===== src/rtl/core/lps_pkg.sv =====
`default_nettype none

package lps_pkg;

  // field and register widths
  localparam int ECHO_W  = 16;
  localparam int BYTE_W  = 8;
  localparam int PROD_W  = 16;
  localparam int SUM_W   = 16;
  localparam int CFG_IDX_W = 3;

  // fixed scale factors
  localparam int ECHO_PER_CM = 58;
  localparam int GAIN_SCALE  = 10;
  localparam int DUTY_TOP    = 199;
  localparam int CTRL_TOP    = 255;

  // register indexes
  localparam logic [CFG_IDX_W-1:0] REG_SETPOINT    = 3'd0;
  localparam logic [CFG_IDX_W-1:0] REG_GAIN_P      = 3'd1;
  localparam logic [CFG_IDX_W-1:0] REG_GAIN_I      = 3'd2;
  localparam logic [CFG_IDX_W-1:0] REG_GAIN_D      = 3'd3;
  localparam logic [CFG_IDX_W-1:0] REG_CLOSED_LOOP = 3'd4;
  localparam logic [CFG_IDX_W-1:0] REG_MANUAL_DUTY = 3'd5;
  localparam logic [CFG_IDX_W-1:0] REG_TANK_DEPTH  = 3'd6;

  // register reset values
  localparam logic [BYTE_W-1:0] SETPOINT_RST   = 8'd25;
  localparam logic [BYTE_W-1:0] TANK_DEPTH_RST = 8'd30;

endpackage

`default_nettype wire


===== src/rtl/core/level_pid_step.sv =====
// Path: in closed loop an item passes the echo divider, the shift-and-add multipliers,
// the divide-by-ten dividers and the duty scale divider; in open loop only the echo
// divider. The bit-serial dividers stand three in series.
// Flow: one item at a time; a new item is taken once the previous result sits in
// the output register.
// Reset (rst, synchronous): configuration registers return to defaults, error and control state clear.
`default_nettype none

module level_pid_step
  import lps_pkg::*;
(
  input  wire logic                 clk,
  input  wire logic                 rst,
  // s_tdata: echo_time[15:0]
  input  wire logic                 s_tvalid,
  output logic                      s_tready,
  input  wire logic [ECHO_W-1:0]    s_tdata,
  // m_tdata: duty[7:0], distance_cm[15:8], error_now[23:16], control_value[31:24]
  output logic                      m_tvalid,
  input  wire logic                 m_tready,
  output logic [4*BYTE_W-1:0]       m_tdata,
  input  wire logic                 cfg_we,
  input  wire logic [CFG_IDX_W-1:0] cfg_index,
  input  wire logic [BYTE_W-1:0]    cfg_data
);

  localparam logic [2:0] S_IDLE  = 3'd0;
  localparam logic [2:0] S_DIST  = 3'd1;
  localparam logic [2:0] S_PREP  = 3'd2;
  localparam logic [2:0] S_MUL   = 3'd3;
  localparam logic [2:0] S_DIV10 = 3'd4;
  localparam logic [2:0] S_SUM   = 3'd5;
  localparam logic [2:0] S_SCALE = 3'd6;
  localparam logic [2:0] S_OUT   = 3'd7;

  localparam logic [BYTE_W-1:0] DUTY_MAX = BYTE_W'(DUTY_TOP);
  localparam logic [BYTE_W-1:0] CTRL_MAX = BYTE_W'(CTRL_TOP);

  // configuration
  logic [BYTE_W-1:0] setpoint;
  logic [BYTE_W-1:0] gain_p;
  logic [BYTE_W-1:0] gain_i;
  logic [BYTE_W-1:0] gain_d;
  logic              closed_loop;
  logic [BYTE_W-1:0] manual_duty;
  logic [BYTE_W-1:0] tank_depth;

  always_ff @(posedge clk) begin
    if (rst) begin
      setpoint    <= SETPOINT_RST;
      gain_p      <= '0;
      gain_i      <= '0;
      gain_d      <= '0;
      closed_loop <= 1'b1;
      manual_duty <= '0;
      tank_depth  <= TANK_DEPTH_RST;
    end else if (cfg_we) begin
      case (cfg_index)
        REG_SETPOINT:    setpoint    <= cfg_data;
        REG_GAIN_P:      gain_p      <= cfg_data;
        REG_GAIN_I:      gain_i      <= cfg_data;
        REG_GAIN_D:      gain_d      <= cfg_data;
        REG_CLOSED_LOOP: closed_loop <= cfg_data[0];
        REG_MANUAL_DUTY: manual_duty <= cfg_data;
        REG_TANK_DEPTH:  tank_depth  <= cfg_data;
        default: ;
      endcase
    end
  end

  logic [2:0] state;

  // regulator state
  logic signed [BYTE_W-1:0] prev_err;
  logic        [BYTE_W-1:0] accum;

  // per-item working registers
  logic        [BYTE_W-1:0] dist_cm;
  logic signed [BYTE_W-1:0] err;
  logic        [BYTE_W-1:0] duty;
  logic        [BYTE_W-1:0] mag_p;
  logic        [BYTE_W-1:0] mag_i;
  logic        [BYTE_W-1:0] mag_d;
  logic                     neg_p;
  logic                     neg_i;
  logic                     neg_d;

  // serial units
  logic              echo_start;
  logic              echo_busy;
  logic [ECHO_W-1:0] echo_q;
  logic              mul_start;
  logic              mul_busy_p;
  logic              mul_busy_i;
  logic              mul_busy_d;
  logic [PROD_W-1:0] prod_p;
  logic [PROD_W-1:0] prod_i;
  logic [PROD_W-1:0] prod_d;
  logic              ten_start;
  logic              ten_busy_p;
  logic              ten_busy_i;
  logic              ten_busy_d;
  logic [PROD_W-1:0] q_p;
  logic [PROD_W-1:0] q_i;
  logic [PROD_W-1:0] q_d;
  logic              scale_start;
  logic              scale_busy;
  logic [PROD_W-1:0] scale_q;
  logic [PROD_W-1:0] scale_num;

  logic                     accept;
  logic                     out_free;
  logic        [BYTE_W-1:0] dist_sat;
  logic signed [BYTE_W+1:0] err_wide;
  logic signed [BYTE_W-1:0] err_sat;
  logic signed [BYTE_W:0]   diff9;
  logic signed [SUM_W-1:0]  term_p;
  logic signed [SUM_W-1:0]  term_i;
  logic signed [SUM_W-1:0]  term_d;
  logic signed [SUM_W-1:0]  sum;
  logic        [BYTE_W-1:0] ctrl_next;

  assign accept   = s_tvalid && s_tready;
  assign s_tready = (state == S_IDLE);
  assign out_free = !m_tvalid || m_tready;

  assign echo_start  = accept;
  assign mul_start   = (state == S_PREP);
  assign ten_start   = (state == S_MUL) && !mul_busy_p && !mul_busy_i && !mul_busy_d;
  assign scale_start = (state == S_SUM);
  assign scale_num   = PROD_W'(accum) * PROD_W'(DUTY_TOP);

  lps_cdiv #(.WIDTH(ECHO_W), .DIVISOR(ECHO_PER_CM)) u_echo_div (
    .clk(clk), .rst(rst), .start(echo_start), .dividend(s_tdata),
    .busy(echo_busy), .quotient(echo_q)
  );

  lps_smul #(.AW(BYTE_W), .BW(BYTE_W)) u_mul_p (
    .clk(clk), .rst(rst), .start(mul_start), .a(mag_p), .b(gain_p),
    .busy(mul_busy_p), .prod(prod_p)
  );

  lps_smul #(.AW(BYTE_W), .BW(BYTE_W)) u_mul_i (
    .clk(clk), .rst(rst), .start(mul_start), .a(mag_i), .b(gain_i),
    .busy(mul_busy_i), .prod(prod_i)
  );

  lps_smul #(.AW(BYTE_W), .BW(BYTE_W)) u_mul_d (
    .clk(clk), .rst(rst), .start(mul_start), .a(mag_d), .b(gain_d),
    .busy(mul_busy_d), .prod(prod_d)
  );

  lps_cdiv #(.WIDTH(PROD_W), .DIVISOR(GAIN_SCALE)) u_ten_p (
    .clk(clk), .rst(rst), .start(ten_start), .dividend(prod_p),
    .busy(ten_busy_p), .quotient(q_p)
  );

  lps_cdiv #(.WIDTH(PROD_W), .DIVISOR(GAIN_SCALE)) u_ten_i (
    .clk(clk), .rst(rst), .start(ten_start), .dividend(prod_i),
    .busy(ten_busy_i), .quotient(q_i)
  );

  lps_cdiv #(.WIDTH(PROD_W), .DIVISOR(GAIN_SCALE)) u_ten_d (
    .clk(clk), .rst(rst), .start(ten_start), .dividend(prod_d),
    .busy(ten_busy_d), .quotient(q_d)
  );

  lps_cdiv #(.WIDTH(PROD_W), .DIVISOR(CTRL_TOP)) u_scale_div (
    .clk(clk), .rst(rst), .start(scale_start), .dividend(scale_num),
    .busy(scale_busy), .quotient(scale_q)
  );

  // distance and error
  always_comb begin
    dist_sat = (echo_q[ECHO_W-1:BYTE_W] != '0) ? CTRL_MAX : echo_q[BYTE_W-1:0];
    err_wide = $signed({2'b00, setpoint}) - $signed({2'b00, tank_depth})
             + $signed({2'b00, dist_sat});
    if (err_wide < -10'sd128) begin
      err_sat = -8'sd128;
    end else if (err_wide > 10'sd127) begin
      err_sat = 8'sd127;
    end else begin
      err_sat = err_wide[BYTE_W-1:0];
    end
  end

  assign diff9 = $signed({err[BYTE_W-1], err}) - $signed({prev_err[BYTE_W-1], prev_err});

  // signs go back on after the truncating divide
  always_comb begin
    term_p = neg_p ? -$signed(q_p) : $signed(q_p);
    term_i = neg_i ? -$signed(q_i) : $signed(q_i);
    term_d = neg_d ? -$signed(q_d) : $signed(q_d);
    sum    = $signed({{(SUM_W-BYTE_W){1'b0}}, accum}) + term_p + term_i + term_d;
    if (sum < 0) begin
      ctrl_next = '0;
    end else if (sum > $signed(SUM_W'(CTRL_TOP))) begin
      ctrl_next = CTRL_MAX;
    end else begin
      ctrl_next = sum[BYTE_W-1:0];
    end
  end

  always_ff @(posedge clk) begin
    if (rst) begin
      state    <= S_IDLE;
      prev_err <= '0;
      accum    <= '0;
      m_tvalid <= 1'b0;
    end else begin
      if (m_tvalid && m_tready && state != S_OUT) begin
        m_tvalid <= 1'b0;
      end
      case (state)
        S_IDLE: begin
          if (accept) begin
            state <= S_DIST;
          end
        end
        S_DIST: begin
          if (!echo_busy) begin
            dist_cm <= dist_sat;
            if (closed_loop) begin
              err   <= err_sat;
              state <= S_PREP;
            end else begin
              // hold the regulator, report its state
              err   <= prev_err;
              duty  <= (manual_duty > DUTY_MAX) ? DUTY_MAX : manual_duty;
              state <= S_OUT;
            end
          end
        end
        S_PREP: begin
          state <= S_MUL;
        end
        S_MUL: begin
          if (ten_start) begin
            state <= S_DIV10;
          end
        end
        S_DIV10: begin
          if (!ten_busy_p && !ten_busy_i && !ten_busy_d) begin
            accum    <= ctrl_next;
            prev_err <= err;
            state    <= S_SUM;
          end
        end
        S_SUM: begin
          state <= S_SCALE;
        end
        S_SCALE: begin
          if (!scale_busy) begin
            duty  <= scale_q[BYTE_W-1:0];
            state <= S_OUT;
          end
        end
        S_OUT: begin
          if (out_free) begin
            m_tvalid <= 1'b1;
            m_tdata  <= {accum, err, dist_cm, duty};
            state    <= S_IDLE;
          end
        end
        default: state <= S_IDLE;
      endcase
    end
  end

  // operand magnitudes for the multipliers, stable while they start
  always_comb begin
    neg_p = err[BYTE_W-1];
    mag_p = err[BYTE_W-1] ? BYTE_W'(-err) : err;
    neg_i = prev_err[BYTE_W-1];
    mag_i = prev_err[BYTE_W-1] ? BYTE_W'(-prev_err) : prev_err;
    neg_d = diff9[BYTE_W];
    mag_d = diff9[BYTE_W] ? BYTE_W'(-diff9) : diff9[BYTE_W-1:0];
  end

endmodule

`default_nettype wire


===== src/rtl/core/lps_cdiv.sv =====
`default_nettype none

// Restoring divider by a fixed constant, one quotient bit per cycle.
module lps_cdiv
  import lps_pkg::*;
#(
  parameter int WIDTH   = ECHO_W,
  parameter int DIVISOR = ECHO_PER_CM
) (
  input  wire logic             clk,
  input  wire logic             rst,
  input  wire logic             start,
  input  wire logic [WIDTH-1:0] dividend,
  output logic                  busy,
  output logic      [WIDTH-1:0] quotient
);

  localparam int RW = $clog2(DIVISOR);
  localparam int CW = $clog2(WIDTH + 1);
  localparam logic [RW:0] DIV_C = (RW + 1)'(DIVISOR);

  logic [WIDTH-1:0] num;
  logic [RW-1:0]    rem;
  logic [CW-1:0]    count;
  logic [RW:0]      trial;
  logic [RW:0]      diff;
  logic             qbit;

  assign trial = {rem, num[WIDTH-1]};
  assign qbit  = (trial >= DIV_C);
  assign diff  = trial - DIV_C;

  always_ff @(posedge clk) begin
    if (rst) begin
      count <= '0;
    end else if (start) begin
      count <= CW'(WIDTH);
    end else if (count != '0) begin
      count <= count - 1'b1;
    end
  end

  always_ff @(posedge clk) begin
    if (start) begin
      num <= dividend;
      rem <= '0;
    end else if (count != '0) begin
      // shift the quotient bit in where the dividend bit left
      num <= {num[WIDTH-2:0], qbit};
      rem <= qbit ? diff[RW-1:0] : trial[RW-1:0];
    end
  end

  assign busy     = (count != '0);
  assign quotient = num;

endmodule

`default_nettype wire


===== src/rtl/core/lps_smul.sv =====
`default_nettype none

// Shift-and-add multiplier, one multiplier bit per cycle.
module lps_smul
  import lps_pkg::*;
#(
  parameter int AW = BYTE_W,
  parameter int BW = BYTE_W
) (
  input  wire logic               clk,
  input  wire logic               rst,
  input  wire logic               start,
  input  wire logic [AW-1:0]      a,
  input  wire logic [BW-1:0]      b,
  output logic                    busy,
  output logic      [AW+BW-1:0]   prod
);

  localparam int PW = AW + BW;
  localparam int CW = $clog2(BW + 1);

  logic [PW-1:0] acc;
  logic [PW-1:0] a_sh;
  logic [BW-1:0] b_sh;
  logic [CW-1:0] count;

  always_ff @(posedge clk) begin
    if (rst) begin
      count <= '0;
    end else if (start) begin
      count <= CW'(BW);
    end else if (count != '0) begin
      count <= count - 1'b1;
    end
  end

  always_ff @(posedge clk) begin
    if (start) begin
      acc  <= '0;
      a_sh <= PW'(a);
      b_sh <= b;
    end else if (count != '0) begin
      if (b_sh[0]) begin
        acc <= acc + a_sh;
      end
      a_sh <= {a_sh[PW-2:0], 1'b0};
      b_sh <= {1'b0, b_sh[BW-1:1]};
    end
  end

  assign busy = (count != '0);
  assign prod = acc;

endmodule

`default_nettype wire


===== config.mk =====
export PLATFORM = sky130hd
export DESIGN_NAME = level_pid_step
export DESIGN_NICKNAME = d
export VERILOG_FILES = /design/src/rtl/core/lps_pkg.sv /design/src/rtl/core/level_pid_step.sv /design/src/rtl/core/lps_cdiv.sv /design/src/rtl/core/lps_smul.sv
export SDC_FILE = /design/constraint.sdc
export NUM_CORES = 1
export LEC_CHECK = 0
export BUFFER_PORTS_ARGS = -buffer_cell sky130_fd_sc_hd__buf_2
export CORE_MARGIN = 3
export CORE_UTILIZATION = 40
export CTS_BUF_LIST = sky130_fd_sc_hd__clkbuf_8
export DETAILED_ROUTE_END_ITERATION = 8
export HOLD_SLACK_MARGIN = 0.12
export PLACE_DENSITY_LB_ADDON = 0.3
export SYNTH_ARGS = -nofsm -noshare
export SYNTH_HDL_FRONTEND = slang
export SYNTH_SLANG_ARGS = --single-unit

===== constraint.sdc =====
create_clock -name clk -period 8.4 [get_ports clk]
set_input_delay 0.84 -clock clk [delete_from_list [all_inputs] [get_ports clk]]
set_output_delay 0.84 -clock clk [all_outputs]
set_load 0.005 [all_outputs]

=== Word-level counts from Yosys, hierarchy flattened ===
Cells that the tools add are included.
W data, S select, Z words.

* Bits in registers: 388
* Input bits: 32
* Output and inout port bits: 34
* Word-level logic and storage cells: 241

* Add/subtract/negate cells: 28
* Multipliers: 1
* $lt $le $gt $ge: 10
* Equality and inequality tests: 21
* Mux-type cells: 71
* Bitwise logic cells: 2
* Reduce and logical (&&, ||, !) cells: 55

{| class="wikitable"
|+ Operator list
! operator !! count
|-
| $mux W16 || 13
|-
| $mux W8 || 26
|-
| $add A16 B16 Y16 || 5
|-
| $mux W5 || 10
|-
| $neg A16 Y16 || 3
|-
| $mux W4 || 9
|-
| $reduce_bool A5 Y1 || 5
|-
| $sub A5 B1 Y5 const B || 5
|-
| $neg A8 Y8 || 3
|-
| $pmux W3 S8 || 1
|-
| $reduce_and A2 Y1 || 11
|-
| $eq A3 B3 Y1 const B || 7
|-
| $mux W3 || 7
|-
| $reduce_bool A2 Y1 || 9
|-
| $sub A8 B8 Y9 || 2
|-
| $add A9 B16 Y16 || 1
|-
| $gt A16 B9 Y1 const B || 1
|-
| $lt A16 B1 Y1 const B || 1
|-
| $mul A8 B8 Y16 const B || 1
|-
| $pmux W8 S2 || 1
|-
| $ge A5 B4 Y1 const B || 3
|-
| $eq A3 B2 Y1 const B || 4
|-
| $ne A2 B2 Y1 const B || 6
|-
| $reduce_bool A4 Y1 || 3
|-
| other kinds (25) || 51
|}

=== Depth between registers and ports, before layout ===
Gate-level depths: netlist of the first run.

* Word-level depth: 8
* Depth in mapped cells: 22
* Gate-level depth less buffers: 22

=== Modules after synthesis ===
A second synthesis of the first run with hierarchy kept.

* Cells, all modules: 2319
* Area, all modules: 23110.9 µm²

{| class="wikitable"
|+ By module, submodules not included
! module !! times used !! cells an instance !! area each (µm²) !! seq. area each (µm²)
|-
| level_pid_step || 1 || 1052 || 9500.4 || 3062.9
|-
| lps_cdiv at u_ten_d ... || 3 || 87 || 1141.1 || 660.6
|-
| lps_smul at u_mul_d || 1 || 269 || 2601.2 || 1041.0
|-
| lps_smul at u_mul_i || 1 || 260 || 2494.9 || 1041.0
|-
| lps_smul at u_mul_p || 1 || 259 || 2472.4 || 1041.0
|-
| lps_cdiv at u_scale_div || 1 || 118 || 1367.6 || 740.7
|-
| lps_cdiv at u_echo_div || 1 || 100 || 1251.2 || 700.7
|}

=== Worst setup path after synthesis of the first run ===
Ideal clock, no wire load.

* Path type: register -> register
* Start point: reg err[0]
* End point: reg accum[0]
* Arrival: 4.956 ns
* Setup slack: 3.302 ns
* Stages on the path, launching flop included: 22
* Buffers on the path: 2
* Period minus slack after synthesis: 5.098 ns
* Cell sequence: edfxtp_1 inv_1 ha_1 inv_1 fa_1 a21o_1 a21o_1 a31o_1 o21a_1 clkbuf_1 a21oi_1 xor2_1 fa_1 ha_1 ha_1 clkbuf_1 nand2_1 o31ai_1 xor2_1 a2111oi_0 o211a_1 a221oi_2

* Longest elaborated chain between the ends: 6
* Elaborated cells between the ends (all ways): 7
* Classes of those cells: add/sub (2); order compare (2); mux (3)

{| class="wikitable"
|+ RTL lines
! item !! line !! source
|-
| start, declared || level_pid_step.sv:79 || <nowiki>logic signed [BYTE_W-1:0] err;</nowiki>
|-
| start signal, assigned || level_pid_step.sv:224 || <nowiki>err <= err_sat;</nowiki>
|-
| start signal, assigned || level_pid_step.sv:228 || <nowiki>err <= prev_err;</nowiki>
|-
| $sub A8 B8 Y9 * || level_pid_step.sv:187 || <nowiki>assign diff9 = $signed({err[BYTE_W-1], err}) - $signed({prev_err[BYTE_W-1], prev_err});</nowiki>
|-
| $mux W16 * || level_pid_step.sv:193 || <nowiki>term_d = neg_d ? -$signed(q_d) : $signed(q_d);</nowiki>
|-
| $add A16 B16 Y16 * || level_pid_step.sv:194 || <nowiki>sum = $signed({{(SUM_W-BYTE_W){1'b0}}, accum}) + term_p + term_i + term_d;</nowiki>
|-
| $gt A16 B9 Y1 || level_pid_step.sv:197 || <nowiki>end else if (sum > $signed(SUM_W'(CTRL_TOP))) begin</nowiki>
|-
| $mux W8 || level_pid_step.sv:197 ||
|-
| $mux W8 * || level_pid_step.sv:195 || <nowiki>if (sum < 0) begin</nowiki>
|-
| end signal, assigned || level_pid_step.sv:244 || <nowiki>accum <= ctrl_next;</nowiki>
|-
| end, declared || level_pid_step.sv:75 || <nowiki>logic [BYTE_W-1:0] accum;</nowiki>
|}

Every way passes the cells marked *; elsewhere a longest branch is shown, timed or not.
A chain may end at the register's enable or synchronous reset.

=== Final worst setup path of the first run ===
* Start point: reg err[0]
* End point: reg accum[5]

Same word-level chain as after synthesis.

==> flow_results.org, run 1 <==
** Synthesis
- For this run, the leading register cell type out of synthesis is dfxtp_1.
- The number of nets in the synthesized netlist is 2685.
- After synthesis the netlist holds a flip-flop and latch count of 388.
- Counting flops with a built-in enable in the synthesized netlist gives 184.
- In this run the cell area of the synthesized design comes to 22400 um^2.
- Counting flops with an async set or reset pin after synthesis yields a share of 0%.
- After synthesis, the netlist uses 89 different library cells.
- Average cell area after synthesis :: 9.16 um^2
- Yosys synthesis warning count :: 0
- After technology mapping, the gate count stands at 2447.
- Register area share after synthesis :: 42.9%

** Drt
- WL/cell :: 16.3 um
- After detailed routing, the total wire length is 54000 um.
- Number of vias per cell :: 5.19
- The detail route stage leaves a number of antenna-violating nets equal to 0.
- DRC violation count after routing :: 0
- DRT Pass-1 Iters :: 5
- Number of DRC violations after detailed-routing iteration 0 :: 1007
- Via count :: 17200

** Global routing
- The first global-routing pass estimated 87700 um of wire.
- In the global route stage, overall resource usage came out at 18.2%.
- Maximum number of pins on one net before global-route repair :: 69
- For this run the aggregate overflow at the end of global routing stands at 0.
- The number of antenna violations at the first check in global routing was 1.
- Vias in the first global route :: 17000

** Critical path
- Critical Path Fanout Max :: 8
- Crit path largest cell delay :: 580 ps
- Worst Setup Path Type :: register to register
- For the worst flop-to-flop path, the logic depth is 22.
- STA classifies the critical path endpoint as a register.
- Destination of the critical timing path :: accum[5]
- The worst register-to-register path has a setup slack of 2570 ps.
- Data on the critical path is required at its endpoint by 8890 ps.
- Worst-path cell chain :: inv_1, ha_1, inv_1, fa_1, a21o_1, a21o_1, a31o_1, o21ai_1, mux2i_1, fa_1, inv_1, ha_1, inv_1, fa_1, nor2b_1, o31a_1, o211ai_1, nand2_1, o21ai_0, a2111oi_0, o211a_1, a221oi_2
- Nature of the critical path startpoint :: register
- Among all stages on the critical path, the largest delay is contributed by o21ai_1.
- The startpoint identified for the worst register-to-register timing path is err[0].
- Critical Path AT :: 6320 ps
- Most common cell on crit path :: inv_1
- In this run the worst setup path begins at err[0].
- In this run the critical register-to-register path is captured at accum[5].

** Min path
- The worst hold path belongs to the class register to register.

** Floorplanning
- Placeable core region :: 55300 um^2
- Number of ports placed on the die boundary :: 66
- Starting Density :: 40.5%
- FP Rows :: 86
- DIE AREA :: 58900 um^2
- The die is 243 um tall.
- The floorplan step set the die width to 243 um.

** Timing
- The final number of hold-violating endpoints was 0.
- Setup clock skew after layout :: 35.1 ps
- At the pin with the least slew margin, the transition time is 976 ps.
- The max-slew violation total from the final report came to 0.
- Final Critical Period :: 5830 ps
- Setup WS post-layout :: 2570 ps
- Setup violations remaining at the end of the flow were counted as 0.
- Summed over all failing endpoints, the final setup total negative slack is 0 ps.
- Relative slew margins :: 34.0%
- Worst slack on hold paths :: 416 ps
- Derived from the worst setup path, the maximum achievable clock frequency is 172 MHz.
- Setup repair after global routing left no endpoint under its margin.
- After layout, the worst path uses 69.4% of the clock period.

** Pwr
- Worst supply voltage drop on vdd :: 314 uV
- Total power for the finished layout comes to 0.0111 W.
- For this design the ratio of total power to cell area is 445 nW/um^2.
- The analysis attributes to cell leakage a power of 10.4 nW.

** Clock tree
- Number of setup buffers added after CTS :: 0
- Root buffer cell :: clkbuf_8
- Maximum level of the CTS H-tree :: 3
- CTS Buf Count :: 69
- TritonCTS built the clock tree.
- Latest clock arrival within the worst-skew pair :: 640 ps
- Post-cts hold buffer count :: 0
- CTS saw 388 sinks.
- The clock passes through at most 3 buffers.
- Gates resized during post-CTS repair numbered 0.
- Clock-pin transition on the worst setup and hold timing paths :: 60 ps

** Layout
- Synth-to-Final Area Change :: 11.2%
- Proportion of layout cells with a drive suffix above 1 :: 8.62%
- Fill cells in the final layout number 5346.
- Final Non-Filler Cells :: 3324
- NumNets Final :: 2756

** Placement
- After detailed placement, the design holds a cell count of 3195.
- Detailed placement ended at an HPWL of 39600 um.
- In this run the tool buffered the top-level ports with 65 buffer cells.
- Routability-driven placement congestion ratio :: 0.908
- Prior to clock tree synthesis, the placed netlist has a worst setup slack of 2640 ps.

** Job
- Across the run, the number of max-cap violations was 0.

** Status
- The run finished with clean final reports.
-- synthesized netlist by cell type (all sizes together) (10+ instances only) --
library cell / number / area (um^2)
xnor2: 114 / 1010
nor2: 141 / 546
nand2b: 21 / 131
or3: 26 / 179
and2: 17 / 106
a31oi: 10 / 68.8
edfxtp: 184 / 5530
fa: 40 / 801
dfxtp: 204 / 4080
or2: 16 / 100
clkbuf: 70 / 274
mux2i: 27 / 270
a21oi: 182 / 915
a211oi: 36 / 270
xor2: 36 / 315
ha: 166 / 2080
o31ai: 20 / 150
a221oi: 11 / 146
nor2b: 22 / 138
inv: 154 / 578
nand3: 37 / 198
a21o: 29 / 218
nand2: 563 / 2120
nand3b: 10 / 75.1
o21a: 21 / 158
o211ai: 15 / 113
and3: 12 / 80.1
o21ai: 91 / 467
nor3: 60 / 317
-- area by class of cell --
cell class              count  area [um^2]  area share (%)
clock buffers              86         1180            4.75
diodes                      1         2.50          0.0100
flip-flops and latches    388         9610            38.6
multi-input cells        1825        11900            47.8
clock inverters            42          251            1.01
inverters                 155          582            2.34
well taps                 748          936            3.76
repair buffers             79          433            1.74
-- worst max-delay path: cells and delay by family, from the launching register on --
| kind | cells | cell delay [ps] |
|---|---|---|
| multiplexers | 1 | 330 |
| AO/OA/AOI/OAI | 10 | 2690 |
| adder cells (fa/ha/maj) | 5 | 1620 |
| flip-flops | 1 | 420 |
| AND/OR/NAND/NOR | 2 | 330 |
| buffers and inverters | 4 | 300 |
-- worst min path at each step --
| stage | cells past startpoint | to | startpoint | slack (ps) |
|---|---|---|---|---|
| 5_1_grt | 0 | m_tdata[2] | duty[2] | 420 |
| 4_1_cts | 3 | u_echo_div.quotient[11] | s_tdata[11] | 400 |
| 2_1_floorplan | 0 | m_tdata[0] | duty[0] | 400 |
| 3_3_place_gp | 0 | m_tdata[8] | dist_cm[0] | 400 |
| 3_5_place_dp | 0 | m_tdata[8] | dist_cm[0] | 400 |
| 6_report | 0 | m_tdata[2] | duty[2] | 420 |
-- registers in the layout, indices dropped and copies added, names as in the netlist, 16 cells and up --
name and cells:
m_tdata 32, u_echo_div.quotient 16, u_mul_d.a_sh 16, u_mul_d.prod 16
u_mul_i.a_sh 16, u_mul_i.prod 16, u_mul_p.a_sh 16, u_mul_p.prod 16
u_scale_div.quotient 16, u_ten_d.quotient 16, u_ten_i.quotient 16, u_ten_p.quotient 16
-- metal layers --
layer  routed length, um  track usage, %  vias to the layer above
li1                    -               -                     8636
met3                2370            3.70                       72
met4                1060            5.15                        0
met5                   0               0                        -
met1               25100            23.6                     8211
met2               25500            30.8                      316
-- through the flow --
stage	instance area, um^2	utilization, %
2_1_floorplan	22400	-
3_3_place_gp	23500	42.4
3_5_place_dp	23500	42.4
4_1_cts	24900	45.0
5_1_grt	24900	45.0
6_report	24900	45.0
-- report_power, final --
part           internal (W)  switching, W
Sequential          0.00287      0.000543
Combinational       0.00243       0.00345
Clock              0.000992      0.000798
Total               0.00629       0.00479
-- cells by family after synthesis --
logic type,share of synthesized area (%)
adder cells (fa/ha/maj),12.8
multiplexers,1.36
AO/OA/AOI/OAI,13.9
buffers and inverters,4.06
XOR/XNOR,6.00
AND/OR/NAND/NOR,18.9
flip-flops,42.9
-- placed cells by master (no fill, tap or decap), drive strengths merged, types with 22 or more instances in the layout --
cell type / instances
a211oi: 36
a21o: 29
a21oi: 182
buf: 79
clkbuf: 86
dfxtp: 204
edfxtp: 184
fa: 40
ha: 166
inv: 185
mux2i: 27
nand2: 563
nand3: 37
nor2: 141
nor2b: 22
nor3: 60
o21ai: 91
or3: 26
xnor2: 114
xor2: 36
Power figures use the tool's default switching activity.
==> inputs of run 2 (changes only) <==
==> constraint.sdc (replaced) <==
create_clock -name clk -period 5.68 [get_ports clk]
set_input_delay 0.568 -clock clk [delete_from_list [all_inputs] [get_ports clk]]
set_output_delay 0.568 -clock clk [all_outputs]
set_load 0.005 [all_outputs]
==> run 2 against run 1 <==
Net effect:
- combinational power grew 50%
- register-to-register slack lost 2200 ps
- global-route usage is essentially flat
- clock-buffer cell count shrank 7
- clock power grew 48%
- flip-flop and latch count is the same
- largest cell class unchanged
==> flow_results.org, run 2 (synthesis gave the netlist of run 1 again) <==
** Status
- The run finished with clean final reports.

** Pwr
- Leakage power :: 10.4 nW (-0.49%)
- Worst supply voltage drop on vdd :: 429 uV (+36%)
- Total design power :: 0.0165 W (+49%)
- The power density relative to cell area came to 661 nW/um^2 (+49%).

** Timing
- Relative slew margins :: 37.5% (+3.4 points)
- Number of hold violations in the final report :: 0 (unchanged)
- Worst-Margin Slew :: 933 ps (-43.8 ps)
- Setup repair after global routing missed its margin :: no
- Final Critical Period :: 5350 ps (-481 ps)
- Setup clock skew after layout :: 41.3 ps (+6.18 ps)
- The ratio of final minimum period to clock period was 94.2% (+25 points).
- The achievable frequency is 187 MHz (+9.0%).
- The final-layout setup total negative slack came to 0 ps (unchanged).
- Final max-slew violation count :: 0 (unchanged)
- Final-report setup violation count :: 0 (unchanged)

** Global routing
- Number of antenna violations at the first check in global routing :: 1 (unchanged)
- The number of global-route vias before repair is 17100 (+0.24%).
- The global-route wire length before repair came to 87600 um (about the same).
- Overflow left after global routing :: 0 (unchanged)
- Overall Global Routing Usage :: 18.1% (-0.043 points)
- Maximum number of pins on one net before global-route repair :: 50 (-28%)

** Placement
- IO buf count :: 65 (unchanged)
- The last weighted congestion value of the routability-driven placer came to 0.871 (-4.0%).
- The sum of net half-perimeters after detailed placement was 40000 um (+1.1%).

** Layout
- Leading cell type in the layout, fill and taps excluded :: nand2_1
- Commonest cells after routing, fill and taps aside :: nand2_1, dfxtp_1, edfxtp_1, a21oi_1, inv_1
- The fill cell total of the finished layout was 5390 (+0.82%).
- The fraction of final layout cells with drive strength greater than 1 is 9.24% (+0.61 points).
- The register cell area after layout is 9610 um^2 (unchanged).
- The combined area of the multi-input logic cells came to 12000 um^2 (+0.32%).
- NumNets Final :: 2759 (+0.11%)
- Flip-flop count of the largest register after layout :: 32 (unchanged)
- Ranked by flip-flop count, first place goes to m_tdata.
- Synth-to-Final Area Change :: 11.3%

** Critical path
- Reg2Reg Depth :: 21 (-4.5%)
- Worst-path cell chain :: inv_1, ha_1, inv_1, fa_1, a21o_1, a21o_1, a31o_1, o21a_4, buf_4, a21oi_1, xor2_1, fa_1, ha_1, ha_2, and3_1, o211ai_1, nand2_1, o21ai_0, a2111oi_2, o211a_2, a221oi_2
- Crit. End Element :: register
- The worst register-to-register path begins at err[0].
- Category of cells accounting for the largest share of critical-path delay :: compound AO/OA/AOI/OAI gates
- The data required time of the worst path came to 6140 ps (-2750 ps).
- Crit path depth :: 21 (-4.5%)
- Register-to-register setup slack :: 330 ps (-2240 ps)
- The delay of the slowest cell on the worst path is 440 ps (-140 ps).
- Slowest library cell on the worst path :: fa_1
- Nature of the critical path startpoint :: register
- Worst Setup Path Type :: register to register
- Critical Path AT :: 5810 ps (-510 ps)
- Buf/Inv on CP :: 3 (-1)
- R2R Path End :: accum[3]
- The maximum fanout encountered on the critical timing path is 11 (+3).

** Floorplanning
- The initial core utilization is 40.5% (unchanged).
- The I/O pin count was 66 (unchanged).
- FP Rows :: 86 (unchanged)
- Horiz. Die Dim :: 243 um (unchanged)
- The die outline height came to 243 um (unchanged).
- Placeable core region :: 55300 um^2 (unchanged)
- The area of the die was 58900 um^2 (unchanged).

** Min path
- Endpoint with the worst hold slack :: u_echo_div.quotient[4]
- In this run the most critical hold path is launched from s_tdata[4].
- Kind of path behind the tightest hold check :: input pin to register
- Hold path depth :: 3 (+3)

** Drt
- The final routed wire length divided by cell count is 16.1 um (-0.70%).
- Via count :: 17300 (+0.58%)
- The remaining number of nets flagged by the antenna check after routing came to 0 (unchanged).
- DRT Pass-1 Iters :: 5 (unchanged)
- The DRC marker count from the first detailed-route iteration was 990 (-1.7%).
- The DRC violations left is 0 (unchanged).
- The detail-routed via count per cell was 5.21 (+0.52%).
- The total detailed-routing wirelength came to 53700 um (-0.64%).

** Clock tree
- The total clock sinks was 388 (unchanged).
- CTS Buf Count :: 68 (-1.4%)
- The maximum buffer depth of the clock tree was 3 (unchanged).
- TritonCTS built the clock tree.
- Clock-pin transition on the worst setup and hold timing paths :: 60 ps (about the same)
- Maximum level of the CTS H-tree :: 3 (unchanged)
- In this run the clock root is driven by a clkbuf_8.
- Post-cts hold buffer count :: 0 (unchanged)
- The clock latency reported for the late side of the worst-skew pair was 650 ps (about the same).

** Job
- Max-cap violation count :: 0 (unchanged)
[run 2: cell types whose count changed in the layout (fill, tap and decap cells not counted), sizes merged]
| cell | change |
|---|---|
| buf | +4 |
| clkbuf | -7 |
| bufinv | +1 |
| clkinvlp | +2 |
| clkinv | +15 |
| inv | -13 |
[run 2: worst max-delay path by stage]
stage,start,slack [ps],endpoint
finish,err[0],330,accum[3]
global route,err[0],10,accum[0]
CTS,err[0],60,accum[5]
detailed placement,err[0],100,accum[0]
global placement,err[0],210,accum[3]
floorplan,err[0],580,accum[0]
[run 2: final cells by class]
type	instances	area share, %
Clock buffer	79	4.36
Timing Repair Buffer	83	1.86
Sequential cell	388	38.5
Multi-Input combinational cell	1825	47.9
Inverter	155	2.33
Antenna cell	1	0.0100
Clock inverter	47	1.25
Tap cell	748	3.75
[run 2: timing repair]
| action | 4_1_cts | 5_1_grt |
|---|---|---|
| setup buffers | 0 | 1 |
| gates resized for setup | 0 | 11 |
| endpoints found under the setup margin | 0 | 8 |
[run 2: worst min-delay path, cell delays in order]
cell and delay [ps]:
buf_2 80, nand2_1 40, nand2_1 40
[run 2: per-layer routing]
| layer | routed length, um | global-route usage, % | up-vias | share of wire [%] |
|---|---|---|---|---|
| met3 | 2450 | 3.46 | 82 | 4.6 |
| met2 | 24800 | 29.7 | 331 | 46 |
| met1 | 24800 | 24.1 | 8255 | 46 |
| li1 | - | - | 8667 | - |
| met4 | 1600 | 6.20 | 0 | 3.0 |
| met5 | 0 | 0 | - | 0 |
[run 2: through the flow]
step | hold slack [ps] | cell area [um^2] | instances | util, % | setup WS [ps]
4_1_cts | 125 | 24900 | 3324 | 45.0 | 58.7
5_1_grt | 155 | 24900 | 3326 | 45.1 | 10.7
3_5_place_dp | 405 | 23500 | 3198 | 42.5 | 103
2_1_floorplan | 400 | 22400 | 2447 | - | 582
6_report | 190 | 24900 | 3326 | 45.1 | 332
3_3_place_gp | 407 | 23500 | 3198 | 42.5 | 215
[run 2: power by group]
group | switching [W] | total (W) | internal [W]
sequential | 0.000782 | 0.00502 | 0.00424
clock | 0.00122 | 0.00265 | 0.00143
combinational | 0.00519 | 0.00881 | 0.00363
total | 0.00719 | 0.0165 | 0.00930
